[config.mk]
export PLATFORM = sky130hd
export DESIGN_NAME = dfdh_front
export DESIGN_NICKNAME = d
export VERILOG_FILES = /design/src/rtl/daq_frame_decoder_histogrammer_top_assert.svh /design/src/rtl/dfdh_pkg.sv /design/src/rtl/dfdh_front.sv
export SDC_FILE = /design/constraint.sdc
export NUM_CORES = 1
export LEC_CHECK = 0
export BUFFER_PORTS_ARGS = -buffer_cell sky130_fd_sc_hd__buf_2
export CAP_MARGIN = 40
export CORE_UTILIZATION = 49
export CTS_CLUSTER_SIZE = 20
export DETAILED_ROUTE_END_ITERATION = 8
export PLACE_DENSITY = 0.81
export REMOVE_ABC_BUFFERS = 1
export SLEW_MARGIN = 10
export SYNTH_ARGS = -nofsm -noshare
export SYNTH_HDL_FRONTEND = slang
export SYNTH_SLANG_ARGS = --single-unit
export TNS_END_PERCENT = 1
[constraint.sdc]
create_clock -name clk -period 3 [get_ports clk]
set_input_delay 0.3 -clock clk [delete_from_list [all_inputs] [get_ports clk]]
set_output_delay 0.3 -clock clk [all_outputs]
set_load 0.005 [all_outputs]
[src/rtl/daq_frame_decoder_histogrammer_top_assert.svh]
// Assertion macros of the frame decoder and histogrammer RTL.
// Depends on nothing; included by the modules that carry assertions.
`ifndef DAQ_FRAME_DECODER_HISTOGRAMMER_TOP_ASSERT_SVH
`define DAQ_FRAME_DECODER_HISTOGRAMMER_TOP_ASSERT_SVH

// A condition that must never hold at a clock edge outside reset.
`define DFDH_ASSERT_NEVER(lbl, clk, rstn, cond, msg) \
lbl: assert property (@(posedge clk) disable iff (!rstn) !(cond)) else $error(msg);

// A consequence that must hold in the same cycle as its antecedent.
`define DFDH_ASSERT_IMP(lbl, clk, rstn, ante, cons, msg) \
lbl: assert property (@(posedge clk) disable iff (!rstn) (ante) |-> (cons)) else $error(msg);

// A consequence that must hold in the cycle after its antecedent.
`define DFDH_ASSERT_NEXT(lbl, clk, rstn, ante, cons, msg) \
lbl: assert property (@(posedge clk) disable iff (!rstn) (ante) |=> (cons)) else $error(msg);

`endif

[src/rtl/dfdh_pkg.sv]
// Package of the frame decoder and histogrammer: types, codes and constants.
// Depends on nothing; used by every module of the block.
`default_nettype none

package dfdh_pkg;

	localparam int CHANNELS_DEFAULT   = 64;
	localparam int BINS_DEFAULT       = 4096;
	localparam int COUNT_BITS_DEFAULT = 32;
	localparam int QUEUE_DEPTH        = 4;

	localparam logic [31:0] ADC_MASK   = 32'h0068_0000;
	localparam logic [31:0] ADC_HIGH   = 32'h0000_0000;
	localparam logic [31:0] ADC_LOW    = 32'h0008_0000;
	localparam logic [31:0] TDC_MASK   = 32'h0060_1000;
	localparam logic [31:0] TDC_LEAD   = 32'h0020_1000;
	localparam logic [31:0] TDC_TRAIL  = 32'h0020_0000;
	localparam logic [31:0] SCL_MASK   = 32'h0060_0000;
	localparam logic [31:0] SCL_MATCH  = 32'h0040_0000;
	localparam int          HEADER_BIT = 27;

	typedef enum logic [3:0] {
		KIND_HEADER,
		KIND_TIME,
		KIND_ADC_HIGH,
		KIND_ADC_LOW,
		KIND_TDC_LEAD,
		KIND_TDC_TRAIL,
		KIND_SCALER,
		KIND_UNKNOWN,
		KIND_FRAME_ERROR,
		KIND_READ
	} word_kind_t;

	typedef enum logic [1:0] {
		HOP_NONE,
		HOP_INC,
		HOP_READ
	} hist_op_t;

	typedef enum logic [1:0] {
		HIST_ADC_HIGH,
		HIST_ADC_LOW,
		HIST_TDC_LEAD,
		HIST_TDC_TRAIL
	} hist_kind_t;

	typedef struct packed {
		word_kind_t  word_kind;
		logic [6:0]  hit_channel;
		logic [13:0] hit_value;
		logic        out_of_range;
		logic [11:0] frame_length;
		logic [31:0] frame_time;
	} result_t;

	typedef struct packed {
		hist_op_t    op;
		hist_kind_t  kind;
		logic [5:0]  channel;
		logic [11:0] bin;
	} hist_cmd_t;

	typedef struct packed {
		result_t   res;
		hist_cmd_t cmd;
	} entry_t;

endpackage

`default_nettype wire

[src/rtl/dfdh_front.sv]
// Front end: accepts stream words and read requests, tracks the frame and decodes words.
// Depends on dfdh_pkg; feeds dfdh_queue.
`default_nettype none

module dfdh_front #(
	parameter int CHANNELS = dfdh_pkg::CHANNELS_DEFAULT,
	parameter int BINS     = dfdh_pkg::BINS_DEFAULT
) (
	input  wire logic            clk,
	input  wire logic            arst_n,
	input  wire logic            s_tvalid,
	output logic                 s_tready,
	input  wire logic            op,
	input  wire logic [31:0]     word,
	input  wire logic [1:0]      read_kind,
	input  wire logic [5:0]      read_channel,
	input  wire logic [11:0]     read_bin,
	input  wire logic            clearing,
	output logic                 push_valid,
	input  wire logic            push_ready,
	output dfdh_pkg::entry_t     push_entry
);

	typedef enum logic [1:0] {
		PH_HEADER,
		PH_TIME,
		PH_DATA
	} phase_t;

	phase_t      phase_q, phase_d;
	logic [11:0] words_left_q, words_left_d;
	logic [11:0] length_q, length_d;
	logic [31:0] time_q, time_d;
	logic        accept;
	logic        ch_ok, bin_ok, rd_ch_ok, rd_bin_ok;
	logic [11:0] words_dec;
	dfdh_pkg::entry_t ent;

	assign s_tready   = push_ready && !clearing;
	assign accept     = s_tvalid && s_tready;
	assign push_valid = accept;
	assign push_entry = ent;

	assign ch_ok     = {1'b0, word[18:13]} < 7'(CHANNELS);
	assign bin_ok    = {1'b0, word[11:0]} < 13'(BINS);
	assign rd_ch_ok  = {1'b0, read_channel} < 7'(CHANNELS);
	assign rd_bin_ok = {1'b0, read_bin} < 13'(BINS);
	assign words_dec = words_left_q - 12'd1;

	always_comb begin
		phase_d      = phase_q;
		words_left_d = words_left_q;
		length_d     = length_q;
		time_d       = time_q;
		ent          = '0;
		ent.cmd.op   = dfdh_pkg::HOP_NONE;
		if (op) begin
			ent.res.word_kind = dfdh_pkg::KIND_READ;
			ent.cmd.kind      = dfdh_pkg::hist_kind_t'(read_kind);
			ent.cmd.channel   = read_channel;
			ent.cmd.bin       = read_bin;
			if (rd_ch_ok && rd_bin_ok) begin
				ent.cmd.op = dfdh_pkg::HOP_READ;
			end
		end else begin
			unique case (phase_q)
				PH_TIME: begin
					ent.res.word_kind = dfdh_pkg::KIND_TIME;
					time_d            = word;
					words_left_d      = length_q;
					phase_d           = (length_q != 12'd0) ? PH_DATA : PH_HEADER;
				end
				PH_DATA: begin
					ent.cmd.channel = word[18:13];
					ent.cmd.bin     = word[11:0];
					priority if ((word & dfdh_pkg::ADC_MASK) == dfdh_pkg::ADC_HIGH ||
							(word & dfdh_pkg::ADC_MASK) == dfdh_pkg::ADC_LOW) begin
						if ((word & dfdh_pkg::ADC_MASK) == dfdh_pkg::ADC_HIGH) begin
							ent.res.word_kind = dfdh_pkg::KIND_ADC_HIGH;
							ent.cmd.kind      = dfdh_pkg::HIST_ADC_HIGH;
						end else begin
							ent.res.word_kind = dfdh_pkg::KIND_ADC_LOW;
							ent.cmd.kind      = dfdh_pkg::HIST_ADC_LOW;
						end
						ent.res.hit_channel  = {1'b0, word[18:13]};
						ent.res.hit_value    = {2'b00, word[11:0]};
						ent.res.out_of_range = word[12];
						if (!word[12] && ch_ok && bin_ok) begin
							ent.cmd.op = dfdh_pkg::HOP_INC;
						end
					end else if ((word & dfdh_pkg::TDC_MASK) == dfdh_pkg::TDC_LEAD ||
							(word & dfdh_pkg::TDC_MASK) == dfdh_pkg::TDC_TRAIL) begin
						if ((word & dfdh_pkg::TDC_MASK) == dfdh_pkg::TDC_LEAD) begin
							ent.res.word_kind = dfdh_pkg::KIND_TDC_LEAD;
							ent.cmd.kind      = dfdh_pkg::HIST_TDC_LEAD;
						end else begin
							ent.res.word_kind = dfdh_pkg::KIND_TDC_TRAIL;
							ent.cmd.kind      = dfdh_pkg::HIST_TDC_TRAIL;
						end
						ent.res.hit_channel = {1'b0, word[18:13]};
						ent.res.hit_value   = {2'b00, word[11:0]};
						if (ch_ok && bin_ok) begin
							ent.cmd.op = dfdh_pkg::HOP_INC;
						end
					end else if ((word & dfdh_pkg::SCL_MASK) == dfdh_pkg::SCL_MATCH) begin
						ent.res.word_kind   = dfdh_pkg::KIND_SCALER;
						ent.res.hit_channel = word[20:14];
						ent.res.hit_value   = word[13:0];
					end else begin
						ent.res.word_kind = dfdh_pkg::KIND_UNKNOWN;
					end
					words_left_d = words_dec;
					if (words_dec == 12'd0) begin
						phase_d = PH_HEADER;
					end
				end
				PH_HEADER: begin
					if (word[dfdh_pkg::HEADER_BIT]) begin
						ent.res.word_kind = dfdh_pkg::KIND_HEADER;
						length_d          = word[11:0];
						time_d            = '0;
						phase_d           = PH_TIME;
					end else begin
						ent.res.word_kind = dfdh_pkg::KIND_FRAME_ERROR;
					end
				end
				default: begin
					ent.res.word_kind = dfdh_pkg::KIND_FRAME_ERROR;
					phase_d           = PH_HEADER;
				end
			endcase
			ent.res.frame_length = length_d;
			ent.res.frame_time   = time_d;
		end
	end

	always_ff @(posedge clk or negedge arst_n) begin
		if (!arst_n) begin
			phase_q      <= PH_HEADER;
			words_left_q <= '0;
			length_q     <= '0;
			time_q       <= '0;
		end else if (accept) begin
			phase_q      <= phase_d;
			words_left_q <= words_left_d;
			length_q     <= length_d;
			time_q       <= time_d;
		end
	end

endmodule

`default_nettype wire

# Word-level counts from Yosys, hierarchy flattened
# Index checks and enable logic that the tools add are counted.
dict set report totals {
  inputBits 58
  out_inout_bits 94
  ff_bits 58
}
dict set report op_classes {
  bitwise 1
  n_mux 28
  reduce_logical 13
  n_addsub 1
  eq_ne 8
}
# operator n
set op_table {}
lappend op_table {{66-bit two-way mux} 1}
lappend op_table {{32-bit case mux with 2 select lines} 1}
lappend op_table {{25-bit two-way mux} 2}
lappend op_table {{22-bit two-way mux} 2}
lappend op_table {{21-bit two-way mux} 2}
lappend op_table {{32-bit zero test} 1}
lappend op_table {{32-bit two-way mux} 1}
lappend op_table {{12-bit two-way mux} 2}
lappend op_table {{12-bit case mux with 2 select lines} 1}
lappend op_table {{12-bit zero test} 1}
lappend op_table {{4-bit case mux with 3 select lines} 1}
lappend op_table {{12-bit nonzero test} 1}
lappend op_table {{12-bit by 1-bit subtractor with 12-bit output, second input constant} 1}
lappend op_table {{4-bit two-way mux} 2}
lappend op_table {{1-bit two-way mux} 7}
lappend op_table {{3-bit by 2-bit equality test with 1-bit output, second input constant} 2}
lappend op_table {{2-bit two-way mux} 3}
lappend op_table {{3-bit two-way mux} 2}
lappend op_table {{2-bit case mux with 3 select lines} 1}
lappend op_table {{2-bit equality test, second input constant} 2}
lappend op_table {{2-bit != test, second input constant} 2}
lappend op_table {{4-bit AND reduction} 1}
lappend op_table {{3-bit by 1-bit equality test with 1-bit output, second input constant} 1}
lappend op_table {{3-bit AND reduction} 1}
lappend op_table {{8 further kinds} 10}

# Logic depth before layout (Yosys ltp)
dict set report depth {
  depth_word 6
  mapped_depth 8
  ltp_nobuf 8
}

# Worst setup path after synthesis
# No wires, ideal clock.
dict set report synth_timing {
  path_kind {reg2reg}
  start {reg words_left_q[3]}
  end {reg phase_q[0]}
  n_path_buf 1
  stages_incl_launch_ff 8
  slack_ns 0.890
  t_arrival_ns 2.031
  setup_ns 0.079
  path_cell_list {dfrtp_1 > buf_6 > or3_4 > or3_1 > a211oi_1 > a311oi_1 > nor4_2 > mux2i_1}
}
dict set report synth_via {
  elab_chain_len 4
}
# item line
set synth_rtl {}
lappend synth_rtl {{start: declaration} dfdh_front.sv:31} ;# logic [11:0] words_left_q, words_left_d;
lappend synth_rtl {{start signal: assignment} dfdh_front.sv:145} ;# words_left_q <= words_left_d;
lappend synth_rtl {{12-bit by 1-bit subtractor with 12-bit output} dfdh_front.sv:48} ;# assign words_dec = words_left_q - 12'd1;
lappend synth_rtl {{12-bit zero test} dfdh_front.sv:113} ;# if (words_dec == 12'd0) begin
lappend synth_rtl {{2-bit != test (no line)} n/a}
lappend synth_rtl {{4-bit AND reduction (no line)} n/a}
lappend synth_rtl {{end signal: assignment} dfdh_front.sv:144} ;# phase_q <= phase_d;
lappend synth_rtl {{end: declaration} dfdh_front.sv:30} ;# phase_t phase_q, phase_d;
# No other way between the ends.
# A chain may end at the register's enable or synchronous reset.

==> metrics.yaml <==
yosys:
  synth-compound-area-share_pct: 25.8
  largest_family_of_logic_cells_by_synthesized_area: "compound AO/OA/AOI/OAI gates"
  ys_seq_elements: 58
  synthesized_area_fraction_occupied_by_and_or_nand_nor_cells_pct: 24.2
  muxShareOfSynthArea_pct: 4.35
  synth_enable_flop_cells: 0
  synth_top_cell_area_share_pct: 38.3
  area_of_the_mapped_netlist_um2: 3790
  syn_area_per_cell_um2: 8.16
  synthesis.instances: 465
  synth_area_leader_cell: "sky130_fd_sc_hd__dfrtp_1"
  async_reset_ff_share_pct: 100
  synth_fa_ha_area_share_pct: 1.98
  synth.yosys.warnings: 0
  post_synth_main_area_contributors: "sky130_fd_sc_hd__dfrtp_1 (38%), sky130_fd_sc_hd__nand2_1 (7.2%), sky130_fd_sc_hd__a22oi_1 (6.1%)"
  ys_seq_area_share_pct: 38.3
  synth.distinct_cells: 42
  synthXorXnorAreaFrac_pct: 0.462
  ys_dominant_reg_cell: "sky130_fd_sc_hd__dfrtp_1"
clock_network:
  postCtsSetupBuffers: 0
  clock-sinks: 58
  clk_root_buffer_cell: "sky130_fd_sc_hd__clkbuf_8"
  insertion_delay_ns: 0.35
  inserted_clock_buffers: 9
  clock_pin_slew_on_the_worst_setup_and_hold_paths_ns: 0.06
  cts_tree: "yes"
  cts.path.max_buffers: 2
  htree_num_levels: 3
placement:
  hpwl_um: 7980
  placement.io_buffers: 151
  dpl_worst_slack_ns: 0.579
  dpl-instance-area_um2: 4600
  place.gp.congestion: 0.877
timing:
  finalWorstSetupSlack_ns: 0.211
  finalCritPeriodShare_pct: 93.0
  setup_violations: 0
  setup_repair_after_global_routing_missed_its_margin: "no"
  fmax_ghz: 0.359
  fin_crit_ns: 2.79
  worst_clock_skew_ns: 0.0115
  worst_slew_pin_slew_ns: 0.843
  max_slew_margin_pct: 43.8
  final_max_slew_viol_count: 0
  timing.final.hold_violations: 0
global_routing:
  wire_length_of_the_first_global_routing_pass_um: 18900
  antenna_found_initial: 0
  grtUsageTotal_pct: 29.2
  grt.overflow.total: 0
  grt_pass1_vias: 3853
  largest_net_degree_at_the_start_of_global_routing: 44
die:
  dieWidth_um: 90.0
  rows: 31
  num_io_pins: 152
  floorplan.die_area_um2: 8100
  core-area_um2: 7370
  fp.dieH_um: 90.0
  floorplan.initialDensity_pct: 51.5
worst_setup_path:
  critPathMaxFanout: 14
  critical_path_class: "flip-flop to output port"
  worst_r2r_path_depth: 6
  cp_data_required_time_ns: 2.70
  critPathArrivalTime_ns: 2.49
  worst_setup_path_startpoint: "phase_q[0]"
  critical_path.startpoint_type: "flip-flop"
  worst_setup_path_end_kind: "output port"
  rr_startpoint: "words_left_q[0]"
drt:
  wl_per_cell_um: 16.6
  detailroute.via_count: 4118
  route.final.wire_length_um: 11600
  via_per_inst: 5.88
  drt_pre_antenna_iters: 4
  dr.first_iter.drc_count: 238
  post_detailed_route_drc_marker_count: 0
  detail-route-antenna-nets: 0
min_path:
  hold_path_depth: 2
  hold_path_class: "primary input to flip-flop"
  min-delay-start: "word[20]"
job:
  max-cap-violations: 0
layout:
  final_cell_mix: "sky130_fd_sc_hd__buf_2 (151), sky130_fd_sc_hd__nand2_1 (73), sky130_fd_sc_hd__dfrtp_1 (58)"
  final_common_cell: "sky130_fd_sc_hd__buf_2"
  insertedDiodeCount: 0
  end_of_flow_core_utilization_pct: 65.4
  area_delta_synth_final_pct: 27.1
  layout.nets: 661
  final_design_area_no_fill_um2: 4820
  post_route_cells_drive_above_1_share_pct: 32.4
power_and_ir_drop:
  powerDensity_nw_per_um2: 871
  vdd.ir_drop.worst_mv: 0.485
  static-leakage-power_nw: 2.41
status:
  run_status: "complete, no violations"
synth_stat cells, types with 2 or more instances:
master,count
sky130_fd_sc_hd__o21ai_0,34
sky130_fd_sc_hd__a22o_1,24
sky130_fd_sc_hd__o22ai_1,10
sky130_fd_sc_hd__nor4_1,4
sky130_fd_sc_hd__clkbuf_1,38
sky130_fd_sc_hd__buf_1,2
sky130_fd_sc_hd__nand2_1,73
sky130_fd_sc_hd__ha_1,6
sky130_fd_sc_hd__nor3_1,9
sky130_fd_sc_hd__mux2i_1,3
sky130_fd_sc_hd__nor3b_1,3
sky130_fd_sc_hd__a22oi_1,31
sky130_fd_sc_hd__a21oi_1,33
sky130_fd_sc_hd__a32o_1,8
sky130_fd_sc_hd__nand2b_1,11
sky130_fd_sc_hd__nor2_1,39
sky130_fd_sc_hd__nand3b_1,6
sky130_fd_sc_hd__or3_1,3
sky130_fd_sc_hd__xor2_1,2
sky130_fd_sc_hd__mux2_2,12
sky130_fd_sc_hd__nor2b_1,5
sky130_fd_sc_hd__inv_1,5
sky130_fd_sc_hd__and2_1,19
sky130_fd_sc_hd__dfrtp_1,58
sky130_fd_sc_hd__nand3_1,10
critical path, cell delays in order (launching register included):
cell	delay (ns)
sky130_fd_sc_hd__dfrtp_1	0.42
sky130_fd_sc_hd__inv_1	0.15
sky130_fd_sc_hd__ha_1	0.19
sky130_fd_sc_hd__nand2b_1	0.28
sky130_fd_sc_hd__a21oi_1	0.76
sky130_fd_sc_hd__and2_1	0.23
sky130_fd_sc_hd__buf_2	0.12
layer usage:
metal  vias to the layer above  routed length [um]  global-route usage [%]
met5                         -                   0                       0
met4                         0                 254                    12.4
met3                        30                 758                    5.92
met2                       177                5770                    47.2
met1                      1989                4860                    38.1
li1                       1922                   -                       -
report_power, final:
| group | switching [W] | internal (W) | leakage [nW] |
|---|---|---|---|
| combinational | 0.00111 | 0.000898 | 1.55 |
| sequential | 0.000293 | 0.00111 | 0.762 |
| clock | 0.000328 | 0.000458 | 0.105 |
cell families after synthesis:
group                    count (synthesis)
buffers and inverters                   47
AND/OR/NAND/NOR                        190
multiplexers                            15
XOR/XNOR                                 2
adder cells (fa/ha/maj)                  6
flip-flops                              58
AO/OA/AOI/OAI                          147
flip-flops by register name, summed over array words and instances, names as in the netlist:
register,cells
words_left_q,12
phase_q,2
length_q,12
time_q,32
timing repair:
| item | 4_1_cts | 5_1_grt |
|---|---|---|
| resized for setup | 0 | 0 |
| setup endpoints to repair | 0 | 0 |
| hold buffers | 1 | 0 |
| hold endpoints to repair | 10 | 0 |
area by class of cell:
type | count | area [um2]
fillers | 658 | 2550
multi-input cells | 360 | 2160
flip-flops and latches | 58 | 1450
repair buffers | 163 | 861
clock buffers | 9 | 124
well taps | 99 | 124
clock inverters | 6 | 82.6
inverters | 5 | 18.8
stage by stage:
stage	power, W	hold slack [ns]	std cells	setup TNS [ns]
after global placement	0.00331	0.478	683	0
after CTS	0.00419	0.204	700	0
after floorplan	0.00262	0.00441	423	-9.86
after detailed placement	0.00338	0.201	684	0
after global routing	0.00451	0.226	700	0
final	0.00420	0.214	700	0
final timing paths:
check	to	slack, ns
min in group asynchronous	time_q[10]	0.37
worst min-delay path	time_q[20]	0.21
worst max-delay path	push_entry[77]	0.21
worst max register to register	phase_q[1]	0.59
max in group asynchronous	words_left_q[11]	1.83
worst min register to register	time_q[20]	0.50
No activity file was read; power rests on OpenSTA's default activity.
