<file path="src/rtl/daq_frame_decoder_histogrammer_top_assert.svh">
// Assertion macros of the frame decoder and histogrammer RTL.
// Depends on nothing; included by the modules that carry assertions.
`ifndef DAQ_FRAME_DECODER_HISTOGRAMMER_TOP_ASSERT_SVH
`define DAQ_FRAME_DECODER_HISTOGRAMMER_TOP_ASSERT_SVH

// A condition that must never hold at a clock edge outside reset.
`define DFDH_ASSERT_NEVER(lbl, clk, rstn, cond, msg) \
lbl: assert property (@(posedge clk) disable iff (!rstn) !(cond)) else $error(msg);

// A consequence that must hold in the same cycle as its antecedent.
`define DFDH_ASSERT_IMP(lbl, clk, rstn, ante, cons, msg) \
lbl: assert property (@(posedge clk) disable iff (!rstn) (ante) |-> (cons)) else $error(msg);

// A consequence that must hold in the cycle after its antecedent.
`define DFDH_ASSERT_NEXT(lbl, clk, rstn, ante, cons, msg) \
lbl: assert property (@(posedge clk) disable iff (!rstn) (ante) |=> (cons)) else $error(msg);

`endif

</file>
<file path="src/rtl/dfdh_pkg.sv">
// Package of the frame decoder and histogrammer: types, codes and constants.
// Depends on nothing; used by every module of the block.
`default_nettype none

package dfdh_pkg;

	localparam int CHANNELS_DEFAULT   = 64;
	localparam int BINS_DEFAULT       = 4096;
	localparam int COUNT_BITS_DEFAULT = 32;
	localparam int QUEUE_DEPTH        = 4;

	localparam logic [31:0] ADC_MASK   = 32'h0068_0000;
	localparam logic [31:0] ADC_HIGH   = 32'h0000_0000;
	localparam logic [31:0] ADC_LOW    = 32'h0008_0000;
	localparam logic [31:0] TDC_MASK   = 32'h0060_1000;
	localparam logic [31:0] TDC_LEAD   = 32'h0020_1000;
	localparam logic [31:0] TDC_TRAIL  = 32'h0020_0000;
	localparam logic [31:0] SCL_MASK   = 32'h0060_0000;
	localparam logic [31:0] SCL_MATCH  = 32'h0040_0000;
	localparam int          HEADER_BIT = 27;

	typedef enum logic [3:0] {
		KIND_HEADER,
		KIND_TIME,
		KIND_ADC_HIGH,
		KIND_ADC_LOW,
		KIND_TDC_LEAD,
		KIND_TDC_TRAIL,
		KIND_SCALER,
		KIND_UNKNOWN,
		KIND_FRAME_ERROR,
		KIND_READ
	} word_kind_t;

	typedef enum logic [1:0] {
		HOP_NONE,
		HOP_INC,
		HOP_READ
	} hist_op_t;

	typedef enum logic [1:0] {
		HIST_ADC_HIGH,
		HIST_ADC_LOW,
		HIST_TDC_LEAD,
		HIST_TDC_TRAIL
	} hist_kind_t;

	typedef struct packed {
		word_kind_t  word_kind;
		logic [6:0]  hit_channel;
		logic [13:0] hit_value;
		logic        out_of_range;
		logic [11:0] frame_length;
		logic [31:0] frame_time;
	} result_t;

	typedef struct packed {
		hist_op_t    op;
		hist_kind_t  kind;
		logic [5:0]  channel;
		logic [11:0] bin;
	} hist_cmd_t;

	typedef struct packed {
		result_t   res;
		hist_cmd_t cmd;
	} entry_t;

endpackage

`default_nettype wire

</file>
<file path="src/rtl/dfdh_queue.sv">
// Short queue of decoded entries between the front end and the histogram back end.
// Depends on dfdh_pkg for the entry type and depth.
`default_nettype none

module dfdh_queue (
	input  wire logic             clk,
	input  wire logic             arst_n,
	input  wire logic             push_valid,
	output logic                  push_ready,
	input  wire dfdh_pkg::entry_t push_entry,
	output logic                  pop_valid,
	input  wire logic             pop_ready,
	output dfdh_pkg::entry_t      pop_entry
);

	localparam int AW = $clog2(dfdh_pkg::QUEUE_DEPTH);

	dfdh_pkg::entry_t slots_q [dfdh_pkg::QUEUE_DEPTH];
	logic [AW:0]      wr_ptr_q, rd_ptr_q;
	logic             full, empty, do_push, do_pop;

	assign empty      = wr_ptr_q == rd_ptr_q;
	assign full       = (wr_ptr_q[AW] != rd_ptr_q[AW]) && (wr_ptr_q[AW-1:0] == rd_ptr_q[AW-1:0]);
	assign push_ready = !full;
	assign pop_valid  = !empty;
	assign pop_entry  = slots_q[rd_ptr_q[AW-1:0]];
	assign do_push    = push_valid && !full;
	assign do_pop     = pop_ready && !empty;

	always_ff @(posedge clk or negedge arst_n) begin
		if (!arst_n) begin
			wr_ptr_q <= '0;
			rd_ptr_q <= '0;
		end else begin
			if (do_push) begin
				wr_ptr_q <= wr_ptr_q + 1'b1;
			end
			if (do_pop) begin
				rd_ptr_q <= rd_ptr_q + 1'b1;
			end
		end
	end

	always_ff @(posedge clk) begin
		if (do_push) begin
			slots_q[wr_ptr_q[AW-1:0]] <= push_entry;
		end
	end

endmodule

`default_nettype wire

</file>
<file path="config.mk">
export PLATFORM = sky130hd
export DESIGN_NAME = dfdh_queue
export DESIGN_NICKNAME = d
export VERILOG_FILES = /design/src/rtl/daq_frame_decoder_histogrammer_top_assert.svh /design/src/rtl/dfdh_pkg.sv /design/src/rtl/dfdh_queue.sv
export SDC_FILE = /design/constraint.sdc
export NUM_CORES = 1
export LEC_CHECK = 0
export BUFFER_PORTS_ARGS = -buffer_cell sky130_fd_sc_hd__buf_2
export CAP_MARGIN = 20
export CELL_PAD_IN_SITES_DETAIL_PLACEMENT = 1
export CELL_PAD_IN_SITES_GLOBAL_PLACEMENT = 1
export CORE_MARGIN = 10
export CORE_UTILIZATION = 50
export DETAILED_ROUTE_END_ITERATION = 12
export PLACE_DENSITY = 0.76
export SLEW_MARGIN = 25
export SYNTH_ARGS = -nofsm -noshare
export SYNTH_HDL_FRONTEND = slang
export SYNTH_SLANG_ARGS = --single-unit
</file>
<file path="constraint.sdc">
create_clock -name clk -period 4.6 [get_ports clk]
set_input_delay 0.92 -clock clk [delete_from_list [all_inputs] [get_ports clk]]
set_output_delay 0.92 -clock clk [all_outputs]
set_load 0.05 [all_outputs]
</file>
# Word-level counts from Yosys, hierarchy flattened
# Memories as Yosys holds them, arrays and structs flattened.
# Cells that the tools add are included.
# word_totals
reg_bits	6
ram_bits	368
input_bits	96
word_cells	15
memories	1
# memory_table
memory	depth	word_bits	read_ports	rd_clocked_by_memory_dff	write_ports	line_no	source
slots_q	4	92	1	0	1	dfdh_queue.sv:18	dfdh_pkg::entry_t slots_q [dfdh_pkg::QUEUE_DEPTH];
# classes
add_sub_neg	2
n_eq_ne	3
mux	2
reduce_logical	5
# op_table
cell	count
adder 3 x 1 -> 3 bit, second input constant	2
== test 3 bit	1
logical AND 1 bit	3
== test 2 bit	1
zero test 1 bit	2
two-way mux 1 bit	2
inequality test 1 bit	1

# Depth between registers and ports, before layout
# Gate-level depths: netlist of the first run.
# depth
depth_word	6
ltp_mapped	5
mapped_depth_nobuf	5

# Least setup slack after synthesis of the first run
# Ideal clock, no wire load.
# synth_timing
path_type	reg-to-reg
from	reg rd_ptr_q[1]
to	mem slots_q[1][0] (netlist name), enable pin
setup_ps	462
t_arrival_ps	3232
required_time_ps	4138
path_slack_ps	907
path_stages_with_launch	5
path_buffers	1
synth_period_minus_slack_ps	3693
path_cell_list	dfrtp_1 > buf_2 > xnor2_1 > nand3_2 > and3_1
# synth_between
elab_chain_cells	6
# synth_lines
element	line_no	source
from (decl)	dfdh_queue.sv:19	logic [AW:0] wr_ptr_q, rd_ptr_q;
from (signal assigned)	dfdh_queue.sv:39	rd_ptr_q <= rd_ptr_q + 1'b1;
== test 2 bit	dfdh_queue.sv:23	assign full = (wr_ptr_q[AW] != rd_ptr_q[AW]) && (wr_ptr_q[AW-1:0] == rd_ptr_q[AW-1:0]);
logical AND 1 bit	dfdh_queue.sv:23	
zero test 1 bit	-	
via push_ready	dfdh_queue.sv:9	output logic push_ready,
logical AND 1 bit	dfdh_queue.sv:27	assign do_push = push_valid && !full;
two-way mux 1 bit	dfdh_queue.sv:45	if (do_push) begin
two-way mux 1 bit (not written as such)	dfdh_queue.sv:46	slots_q[wr_ptr_q[AW-1:0]] <= push_entry;
to (decl)	dfdh_queue.sv:18	
# The timed path passes the listed nets, and every way through them passes these cells.

==> impl_results.md, run 1 <==
- Status: completed
- Synthesized instance count: 528
- Design area: ~16,000 µm²
- Max VDD drop: between 0.5 and 0.6 mV
- Seq/Total Area, Yosys: just over 80%
- DRT iter0 DRCs: 396
- Initial Util: around half
- #FFs+latches synth: 374
- # rows: 60
- Cell taking the most area after synthesis: edfxtp_1
- Post-route insts no fill: approximately 1,100
- Worst r2r path cells: 4
- Worst min-delay path class: in -> async
- Clk pin slew, worst setup/hold paths: roughly 0.060 ns
- Synth top area share: roughly 80%
- Post-synth cell types: 26
- RSZ-0062 raised after global routing: no
- Worst hold slack: about 0.23 ns
- Core Region: about 27,000 µm²
- Vias in the first global route: between 7,000 and 8,000
- Fmax: between 200 and 300 MHz
- Worst slew pin tran: ~0.93 ns
- Ratio of routed vias to standard cells: around 5.6
- Top-Level Pins: between 150 and 200
- TritonCTS buffer count: 38
- Placed Cells: 1,046
- Clk_lat worst skew: 0.51 ns
- DR WL/cell: roughly 26 µm
- Worst path arrival time: about 2.6 ns
- Layout fillers: approximately 2,200
- Syn_nets: ~630
- Reg-to-reg slack, setup: roughly 1.6 ns
- Die area: between 30,000 and 40,000 µm²
- Initial antenna violation count: 3
- Area contributors post-synth: edfxtp_1 (80%), mux4_2 (15%), dfrtp_1 (1.1%), buf_6 (0.65%), ha_1 (0.45%)
- Period minus WS final: between 3 and 4 ns
- Pre-Repair DR Iteration Count: 4
- Max Cap Viol: 0
- Leak pwr: between 5 and 6 nW
- GR Util All Layers: roughly 17%
- H-tree depth: 2
- Area post-placement: ~15,000 µm²
- Nets: 846
- Largest net degree at the start of global routing: 60
- CTS Root Cell: clkbuf_16
- Final hold vios: 0
- Antenna Nets Post-Route: 0
- Post-Route Setup TNS: 0 ns
- CTS Hold Bufs: 0
- WL final: 29.2 mm
- Gr ovfl total: 0
- CTS Buffer Depth: 3
- Max Clock Skew: roughly 0.013 ns
- Footprint of the multi-input gates: ~2400 µm²
- Detail Placement HPWL: between 15 and 20 mm
- Syn_area_per_cell: 26.1 µm²
- CTS tree: yes
- R2r endpoint: slots_q[1][88]
- Commonest cells after routing, fill and taps aside: edfxtp_1 (368), buf_2 (189), mux4_2 (92), clkbuf_16 (41), clkinv_1 (8)
- # setup viols final: 0
- Synth warnings: 0
- Placer's final routability congestion estimate: about 0.73
- PortBufs: between 150 and 200
- Most common cell after layout, fill and taps aside: edfxtp_1
- Seq. cell area: around 11,000 µm²
- Syn Std Cell Area: approximately 14,000 µm²
- First-pass GRT wire length: around 45 mm
- Final routed DRC violation total: 0
- Layout cells sized above 1: 45.8%
- CP endpoint kind: output pin
- Final max-slew violation count: 0
- Startpoint types: register
- Req. time, crit path: around 3.7 ns
- Power density over cell area: 757 nW/µm²
- Crit path max fanout: ~60
- Total number of vias: between 6,000 and 7,000
- Synth-to-Final Area Change: 18.6%
- Part of the cycle the worst path needs: between 70% and 80%
- CTS Sinks: approximately 370
- PostCTS Resize Cnt: 0
- Worst reg2reg path startpoint: rd_ptr_q[1]
- Worst setup path class: reg -> out
- Postcts setup bufs: 0
- Die X: around 190 µm
- Slew HR: approximately two fifths
- Die Ht: between 150 and 200 µm
[cell usage after synthesis]
master and number:
ha_1 5, buf_6 8, buf_2 10, mux2i_1 1, a31oi_1 1, and3_1 3, dfrtp_1 6, nand2b_1 2
nand2_1 2, nand3_2 1, buf_1 2, xnor2_2 1, xor2_1 2, a211oi_1 1, buf_4 2, xnor2_1 4
a31oi_4 1, inv_1 3, o311ai_1 1, o31ai_1 4, a21oi_1 4, nand3_1 1, xor2_2 2, a211oi_2 1
edfxtp_1 368, mux4_2 92
[metrics by stage]
stage | total power [W] | setup WS [ns] | util, %
detailed placement | 0.00966 | 1.49 | 56.1
global placement | 0.00953 | 1.52 | 56.1
global route | 0.0129 | 0.877 | 60.5
finish | 0.0124 | 1.05 | 60.5
CTS | 0.0126 | 0.975 | 60.5
floorplan | 0.00852 | 0.907 | -
[power breakdown]
group / internal (W) / switching (W)
Clock: 0.00170 / 0.00118
Combinational: 0.00138 / 0.00321
Sequential: 0.00454 / 0.000366
[area by class of cell]
| cell class | count | area share [%] |
|---|---|---|
| clock buffer | 50 | 6.61 |
| tap | 341 | 2.61 |
| sequential | 374 | 68.6 |
| antenna | 2 | 0.0306 |
| clock inverter | 16 | 0.597 |
| inverter | 3 | 0.0689 |
| timing repair buffer | 199 | 6.71 |
| multi-input combinational | 129 | 14.8 |
[state kept, by name, indices dropped and copies added (netlist names)]
name / flops
wr_ptr_q: 3
rd_ptr_q: 3
slots_q: 368
[worst max-delay path: stages (launching register included)]
cell	delay [ns]
dfrtp_4	1.00
buf_4	0.47
mux4_2	0.38
buf_2	0.24
[logic make-up after synthesis]
kind of cell             Yosys count  share of synthesized area [%]
AO/OA/AOI/OAI                     13                          0.772
XOR/XNOR                           9                          0.735
adder cells (fa/ha/maj)            5                          0.454
buffers and inverters             25                           1.26
flip-flops                       374                           81.3
multiplexers                      93                           15.1
AND/OR/NAND/NOR                    9                          0.390
[metal layers]
layer / vias up / share of wire [%] / wire length (µm) / track usage [%]
met4: 2 / 1.7 / 485 / 3.93
met3: 49 / 7.2 / 2090 / 5.07
met1: 3282 / 39 / 11500 / 20.9
met5: - / 0.062 / 18 / 0
li1: 2712 / - / - / -
met2: 205 / 52 / 15100 / 29.8
[worst max-delay path by stage]
| stage | from | endpoint | slack [ns] | cells past startpoint |
|---|---|---|---|---|
| 6_report | rd_ptr_q[1] | pop_entry[1] | 1.05 | 3 |
| 5_1_grt | rd_ptr_q[0] | pop_entry[76] | 0.88 | 3 |
| 4_1_cts | rd_ptr_q[0] | pop_entry[76] | 0.97 | 3 |
| 3_5_place_dp | rd_ptr_q[1] | slots_q[0][88] | 1.49 | 4 |
| 3_3_place_gp | rd_ptr_q[0] | pop_entry[76] | 1.52 | 3 |
| 2_1_floorplan | rd_ptr_q[1] | slots_q[1][0] | 0.91 | 4 |
No activity file was read; power rests on OpenSTA's default activity.
==> run 2, diff against run 1 <==
==> constraint.sdc (replaced) <==
create_clock -name clk -period 3.44 [get_ports clk]
set_input_delay 0.688 -clock clk [delete_from_list [all_inputs] [get_ports clk]]
set_output_delay 0.688 -clock clk [all_outputs]
set_load 0.05 [all_outputs]
==> run 2 against run 1 <==
  * Sequential share of layout area is 0.65 points lower
  * Via count is 0.72% higher
  * Die area stayed put
  * Clock skew is 0.0082 ns higher
  * Global-route usage is 0.097 points lower
  * Register-to-register slack worse by 0.70 ns
  * Combinational power is 39% higher
  * Power is 36% higher
  * Sequential power is 29% higher
  * Count of clock-buffer cells in the layout is 2 higher
  * Critical path depth stayed put
  * Largest cell class unchanged
  * Highest routed layer is now met4
==> impl_results.md, run 2 (synthesized netlist as in run 1, its figures left out) <==
- Status: completed (unchanged)
- Part of the cycle the worst path needs: between 80% and 90%
- TritonCTS buffer count: 39 (was 38)
- Antenna Nets Post-Route: 0 (unchanged)
- CTS Sinks: 374 (unchanged)
- Post-Route Setup TNS: 0 ns (unchanged)
- Final routed DRC violation total: 0 (unchanged)
- Leak pwr: 5.60 nW (was 5.53 nW)
- Layout fillers: 2,235 (was 2,242)
- Largest net degree at the start of global routing: 73 (was 60)
- PortBufs: 189 (unchanged)
- Core Region: 27,000 µm² (unchanged)
- Clk_lat worst skew: 0.51 ns (about the same)
- Clk pin slew, worst setup/hold paths: 0.06 ns (about the same)
- Worst Slack Setup Final: 0.408 ns (was 1.05 ns)
- Worst setup path class: reg -> out (unchanged)
- Slew HR: 45.9% (was 38.1%)
- Comb pwr share: 37.9% (was 37.1%)
- DRT iter0 DRCs: 407 (was 396)
- CTS Root Cell: clkbuf_16 (unchanged)
- Max Cap Viol: 0 (unchanged)
- Startpoint types: register (unchanged)
- Fmax: around 330 MHz
- Power density over cell area: 1020 nW/µm² (was 757 nW/µm²)
- Pre-CTS setup slack: 0.858 ns (was 1.49 ns)
- Seq. cell area: 11,200 µm² (unchanged)
- Worst hold slack: 0.388 ns (was 0.235 ns)
- Crit path max fanout: 72 (was 59)
- # rows: 60 (unchanged)
- Req. time, crit path: 2.75 ns (was 3.68 ns)
- Ratio of routed vias to standard cells: 5.61 (about the same)
- Most common cell after layout, fill and taps aside: edfxtp_1 (unchanged)
- Gr ovfl total: 0 (unchanged)
- Post-route insts no fill: 1,123 (was 1,114)
- Nets: 851 (was 846)
- GR Util All Layers: 17.1% (was 17.2%)
- Die area: 34,600 µm² (unchanged)
- H-tree depth: 2 (unchanged)
- CP endpoint kind: output pin (unchanged)
- # setup viols final: 0 (unchanged)
- Top-Level Pins: 190 (unchanged)
- Final max-slew violation count: 0 (unchanged)
- RSZ-0062 raised after global routing: no (unchanged)
- Final hold vios: 0 (unchanged)
- CTS tree: yes (unchanged)
- WL final: 29.4 mm (was 29.2 mm)
- Worst slew pin tran: 0.811 ns (was 0.929 ns)
- Vias in the first global route: 7,138 (was 7,346)
- Die X: 186 µm (unchanged)
- Layout cells sized above 1: 46.0% (was 45.8%)
- Worst min-delay path class: in -> reg (was in -> async)
- Sw Share: 38.0% (was 38.4%)
- Postcts setup bufs: 0 (unchanged)
- CTS Hold Bufs: 1 (was 0)
- Placer's final routability congestion estimate: 0.712 (was 0.731)
- Total number of vias: 6,295 (was 6,250)
- Detail Placement HPWL: 18.6 mm (was 18.5 mm)
- PostCTS Resize Cnt: 0 (unchanged)
- Worst path arrival time: 2.34 ns (was 2.63 ns)
- Commonest cells after routing, fill and taps aside: edfxtp_1 (368), buf_2 (189), mux4_2 (92), clkbuf_16 (41), clkbuf_1 (9) (was edfxtp_1 (368), buf_2 (189), mux4_2 (92), clkbuf_16 (41), clkinv_1 (8))
- CTS Buffer Depth: 3 (unchanged)
- DR WL/cell: 26.2 µm (about the same)
- Placed Cells: 1,049 (was 1,046)
- Max VDD drop: 0.570 mV (was 0.537 mV)
- Footprint of the multi-input gates: 2420 µm² (unchanged)
- Pre-Repair DR Iteration Count: 4 (unchanged)
- Initial Util: 51.0% (unchanged)
- Power Internal: 0.0105 W (was 0.00762 W)
- Max Clock Skew: 0.0213 ns (was 0.0131 ns)
- Synth-to-Final Area Change: 19.8% (was 18.6%)
- Die Ht: 186 µm (unchanged)
- Initial antenna violation count: 3 (unchanged)
- P_sw: 0.00642 W (was 0.00476 W)
- Max reg flops: 368 (unchanged)
- First-pass GRT wire length: 44.3 mm (was 44.8 mm)
- Period minus WS final: between 3 and 4 ns
- Clock share of power: 24.5% (was 23.3%)
- Sequential share of power: 37.6% (was 39.6%)
## run 2: cell count changes in the layout (fill, tap and decap cells not counted), sizes merged
cell / before / now
buf: 199 / 202
clkbuf: 50 / 52
bufinv: 1 / 4
diode: 2 / 3
clkinvlp: 1 / 0
dlygate4sd3: 0 / 1
## run 2: area by class of cell
cell class | instances | area share [%]
Tap cell | 341 | 2.59
Sequential cell | 374 | 67.9
Antenna cell | 3 | 0.0455
Inverter | 3 | 0.0682
Clock inverter | 18 | 1.14
Multi-Input combinational cell | 129 | 14.7
Clock buffer | 52 | 6.59
Timing Repair Buffer | 203 | 6.99
## run 2: per-stage QoR
stage               instance area (µm²)  power [W]  util, %
floorplan                         13800     0.0114        -
global placement                  15200     0.0128     56.3
detailed placement                15200     0.0129     56.3
CTS                               16500     0.0171     61.0
global route                      16500     0.0176     61.1
finish                            16500     0.0169     61.1
## run 2: worst paths after layout
check / from / endpoint / slack [ns] / depth (start not counted)
max reg2reg: rd_ptr_q[0] / slots_q[0][39] / 0.85 / 5
min in group asynchronous: arst_n / wr_ptr_q[2] / 0.59 / 2
min reg2reg: rd_ptr_q[2] / rd_ptr_q[2] / 0.58 / 1
max in group asynchronous: arst_n / rd_ptr_q[1] / 2.67 / 2
min: push_entry[68] / slots_q[1][68] / 0.39 / 1
max: rd_ptr_q[0] / pop_entry[77] / 0.41 / 3
## run 2: critical path, stage by stage, from the launching register on
cell and delay [ns]:
dfrtp_4 0.42, buf_12 0.44, mux4_2 0.63, buf_2 0.24
## run 2: metal layers
| layer | GRT usage (%) | vias to the layer above | share of wire [%] |
|---|---|---|---|
| met3 | 4.60 | 36 | 6.7 |
| li1 | - | 2741 | - |
| met5 | 0 | - | 0 |
| met1 | 21.0 | 3326 | 39 |
| met4 | 4.55 | 0 | 1.5 |
| met2 | 29.4 | 192 | 52 |
## run 2: power groups by stage
stage               Combinational [W]  Sequential, W  Clock [W]
floorplan                     0.00502        0.00633          0
global placement              0.00643        0.00634          0
detailed placement            0.00651        0.00643          0
CTS                           0.00656        0.00635    0.00423
global route                  0.00676        0.00642    0.00444
finish                        0.00640        0.00634    0.00413
==> run 3, diff against run 2 <==
--- a/config.mk
+++ b/config.mk
@@ -12,7 +12,7 @@
 export CORE_MARGIN = 10
 export CORE_UTILIZATION = 50
 export DETAILED_ROUTE_END_ITERATION = 12
-export PLACE_DENSITY = 0.76
+export PLACE_DENSITY = 0.81
 export SLEW_MARGIN = 25
 export SYNTH_ARGS = -nofsm -noshare
 export SYNTH_HDL_FRONTEND = slang
==> run 3 against run 2 <==
  * First-iteration DRC count shrank 34%
  * Critical endpoint is now pop_entry[72]
  * Worst hold slack lost 0.0072 ns
  * Largest power group is now sequential cells
  * Non-clock buffer count shrank 1
  * Flip-flop and latch count is the same
  * Via count grew 0.19%
  * Cell count is essentially flat
  * Wire length shrank 1.1%
  * Power grew 0.23%
  * Design area is essentially flat
==> impl_results.md, run 3 (synthesized netlist as in run 1, its figures left out) <==
- Status: completed (unchanged)
- Setup crit end: pop_entry[72] (was pop_entry[77])
- CTS Root Cell: clkbuf_16 (unchanged)
- WL final: 29.1 mm (was 29.4 mm)
- Top-Level Pins: 190 (unchanged)
- PostCTS Resize Cnt: 0 (unchanged)
- PortBufs: 189 (unchanged)
- Part of the cycle the worst path needs: 91.2% (was 88.2%)
- Startpoint types: register (unchanged)
- Nets: 850 (was 851)
- Worst reg2reg path startpoint: rd_ptr_q[0] (unchanged)
- Period minus WS final: 3.14 ns (was 3.03 ns)
- Final routed DRC violation total: 0 (unchanged)
- Final max-slew violation count: 0 (unchanged)
- Reg-to-reg slack, setup: 0.91 ns (was 0.85 ns)
- Clk_lat worst skew: 0.52 ns (was 0.51 ns)
- Worst path depth: 3 (unchanged)
- Largest net degree at the start of global routing: 98 (was 73)
- Max VDD drop: 0.659 mV (was 0.570 mV)
- Worst slew pin tran: 0.627 ns (was 0.811 ns)
- CP cell instances: buf_4, mux4_2, buf_2 (was buf_12, mux4_2, buf_2)
- Final hold vios: 0 (unchanged)
- Layout cells sized above 1: 46.3% (was 46.0%)
- Detail Placement HPWL: 18.6 mm (about the same)
- CTS Sinks: 374 (unchanged)
- Max Cap Viol: 0 (unchanged)
- Power density over cell area: 1030 nW/µm² (was 1020 nW/µm²)
- Core Region: 27,000 µm² (unchanged)
- CTS Hold Bufs: 1 (unchanged)
- CP delay by family, top: buffers and inverters (unchanged)
- Fmax: 319 MHz (was 330 MHz)
- RSZ-0062 raised after global routing: no (unchanged)
- CP endpoint kind: output pin (unchanged)
- Gr ovfl total: 0 (unchanged)
- Commonest cells after routing, fill and taps aside: edfxtp_1 (368), buf_2 (189), mux4_2 (92), clkbuf_16 (40), clkbuf_1 (10) (was edfxtp_1 (368), buf_2 (189), mux4_2 (92), clkbuf_16 (41), clkbuf_1 (9))
- Max reg flops: 368 (unchanged)
- WHS Path Cells: 1 (unchanged)
- DRT iter0 DRCs: 269 (was 407)
- Worst min-delay path class: in -> reg (unchanged)
- GR Util All Layers: 17.0% (was 17.1%)
- Clk pin slew, worst setup/hold paths: 0.06 ns (about the same)
- Worst setup path class: reg -> out (unchanged)
- Post-Route Setup TNS: 0 ns (unchanged)
- # rows: 60 (unchanged)
- Req. time, crit path: 2.75 ns (about the same)
- Synth-to-Final Area Change: 19.6% (was 19.8%)
- R2r endpoint: slots_q[0][25] (was slots_q[0][39])
- TritonCTS buffer count: 39 (unchanged)
- First-pass GRT wire length: 44.1 mm (was 44.3 mm)
- Initial Util: 51.0% (unchanged)
- Total number of vias: 6,307 (was 6,295)
- CTS Buffer Depth: 3 (unchanged)
- Post-route insts no fill: 1,122 (was 1,123)
- H-tree depth: 2 (unchanged)
- Postcts setup bufs: 0 (unchanged)
- Leak pwr: 5.60 nW (about the same)
- Setup crit start: rd_ptr_q[0] (unchanged)
- Die X: 186 µm (unchanged)
- Die area: 34,600 µm² (unchanged)
- CTS tree: yes (unchanged)
- Worst path arrival time: 2.45 ns (was 2.34 ns)
- DR WL/cell: 25.9 µm (was 26.2 µm)
- Crit path max fanout: 27 (was 72)
- Ratio of routed vias to standard cells: 5.62 (was 5.61)
- Worst r2r path cells: 4 (was 5)
- Initial antenna violation count: 11 (was 3)
- Vias in the first global route: 7,130 (was 7,138)
- Most common cell after layout, fill and taps aside: edfxtp_1 (unchanged)
- Die Ht: 186 µm (unchanged)
- Layout fillers: 2,243 (was 2,235)
- # setup viols final: 0 (unchanged)
- Worst path bufs/invs: 2 (unchanged)
- Pre-Repair DR Iteration Count: 6 (was 4)
- Slew HR: 58.2% (was 45.9%)
- Slowest stage delay, CP: 0.59 ns (was 0.63 ns)
- Placed Cells: 1,048 (was 1,049)
- Max Clock Skew: 0.0202 ns (was 0.0213 ns)
- Slowest-stage cell, CP: mux4_2 (unchanged)
- Antenna Nets Post-Route: 0 (unchanged)
- Placer's final routability congestion estimate: 0.768 (was 0.712)
[run 3: cell types whose count changed in the layout (fill, tap and decap cells not counted), sizes merged]
cell / previous run / this run
buf: 202 / 201
bufinv: 4 / 6
clkbuf: 52 / 50
clkinv: 14 / 13
clkinvlp: 0 / 1
diode: 3 / 2
inv: 3 / 4
[run 3: how the worst min path moves through the flow]
stage | startpoint | to | slack [ns]
2_1_floorplan | arst_n | rd_ptr_q[0] | 0.39
6_report | push_entry[8] | slots_q[1][8] | 0.38
3_5_place_dp | arst_n | wr_ptr_q[1] | 0.53
5_1_grt | push_entry[47] | slots_q[1][47] | 0.36
4_1_cts | push_entry[68] | slots_q[1][68] | 0.35
3_3_place_gp | arst_n | rd_ptr_q[2] | 0.52
[run 3: area by class of cell]
class                      instances  area [µm²]  area share, %
antenna                            2        5.00         0.0304
clock buffer                      50        1040           6.30
clock inverter                    21         268           1.62
inverter                           3        11.3         0.0683
multi-input combinational        129        2420           14.7
sequential                       374       11200           68.0
tap                              341         427           2.59
timing repair buffer             202        1110           6.72
[run 3: where the power goes]
part | internal [W] | switching [W] | leakage, nW
clock network | 0.00259 | 0.00165 | 0.639
registers | 0.00607 | 0.000299 | 3.44
logic | 0.00184 | 0.00447 | 1.52
[run 3: layer usage]
layer / share of wire, % / wire length (µm) / vias to the layer above / GRT usage (%)
met5: 0.41 / 120 / - / 0
met4: 1.8 / 519 / 16 / 4.71
met3: 8.8 / 2560 / 60 / 6.82
met2: 51 / 14700 / 185 / 28.1
met1: 38 / 11200 / 3319 / 20.4
li1: - / - / 2727 / -
[run 3: through the flow]
step	power (W)	util [%]	hold slack (ns)	setup WS, ns	instance area [µm²]
floorplan	0.0114	-	0.392	0.614	13800
global placement	0.0127	56.1	0.519	0.837	15200
detailed placement	0.0129	56.1	0.528	0.795	15200
CTS	0.0172	61.0	0.353	0.229	16500
global route	0.0177	61.0	0.365	0.130	16500
finish	0.0169	61.0	0.381	0.302	16500
[run 3: worst reg2reg max path: cells and delay by family, from the launching register on]
| family | cells | cell delay (ns) |
|---|---|---|
| xor gates and xnor gates | 1 | 0.26 |
| and+or+nand+nor | 2 | 0.69 |
| DFF | 1 | 0.59 |
| buffers and inverters | 1 | 0.59 |
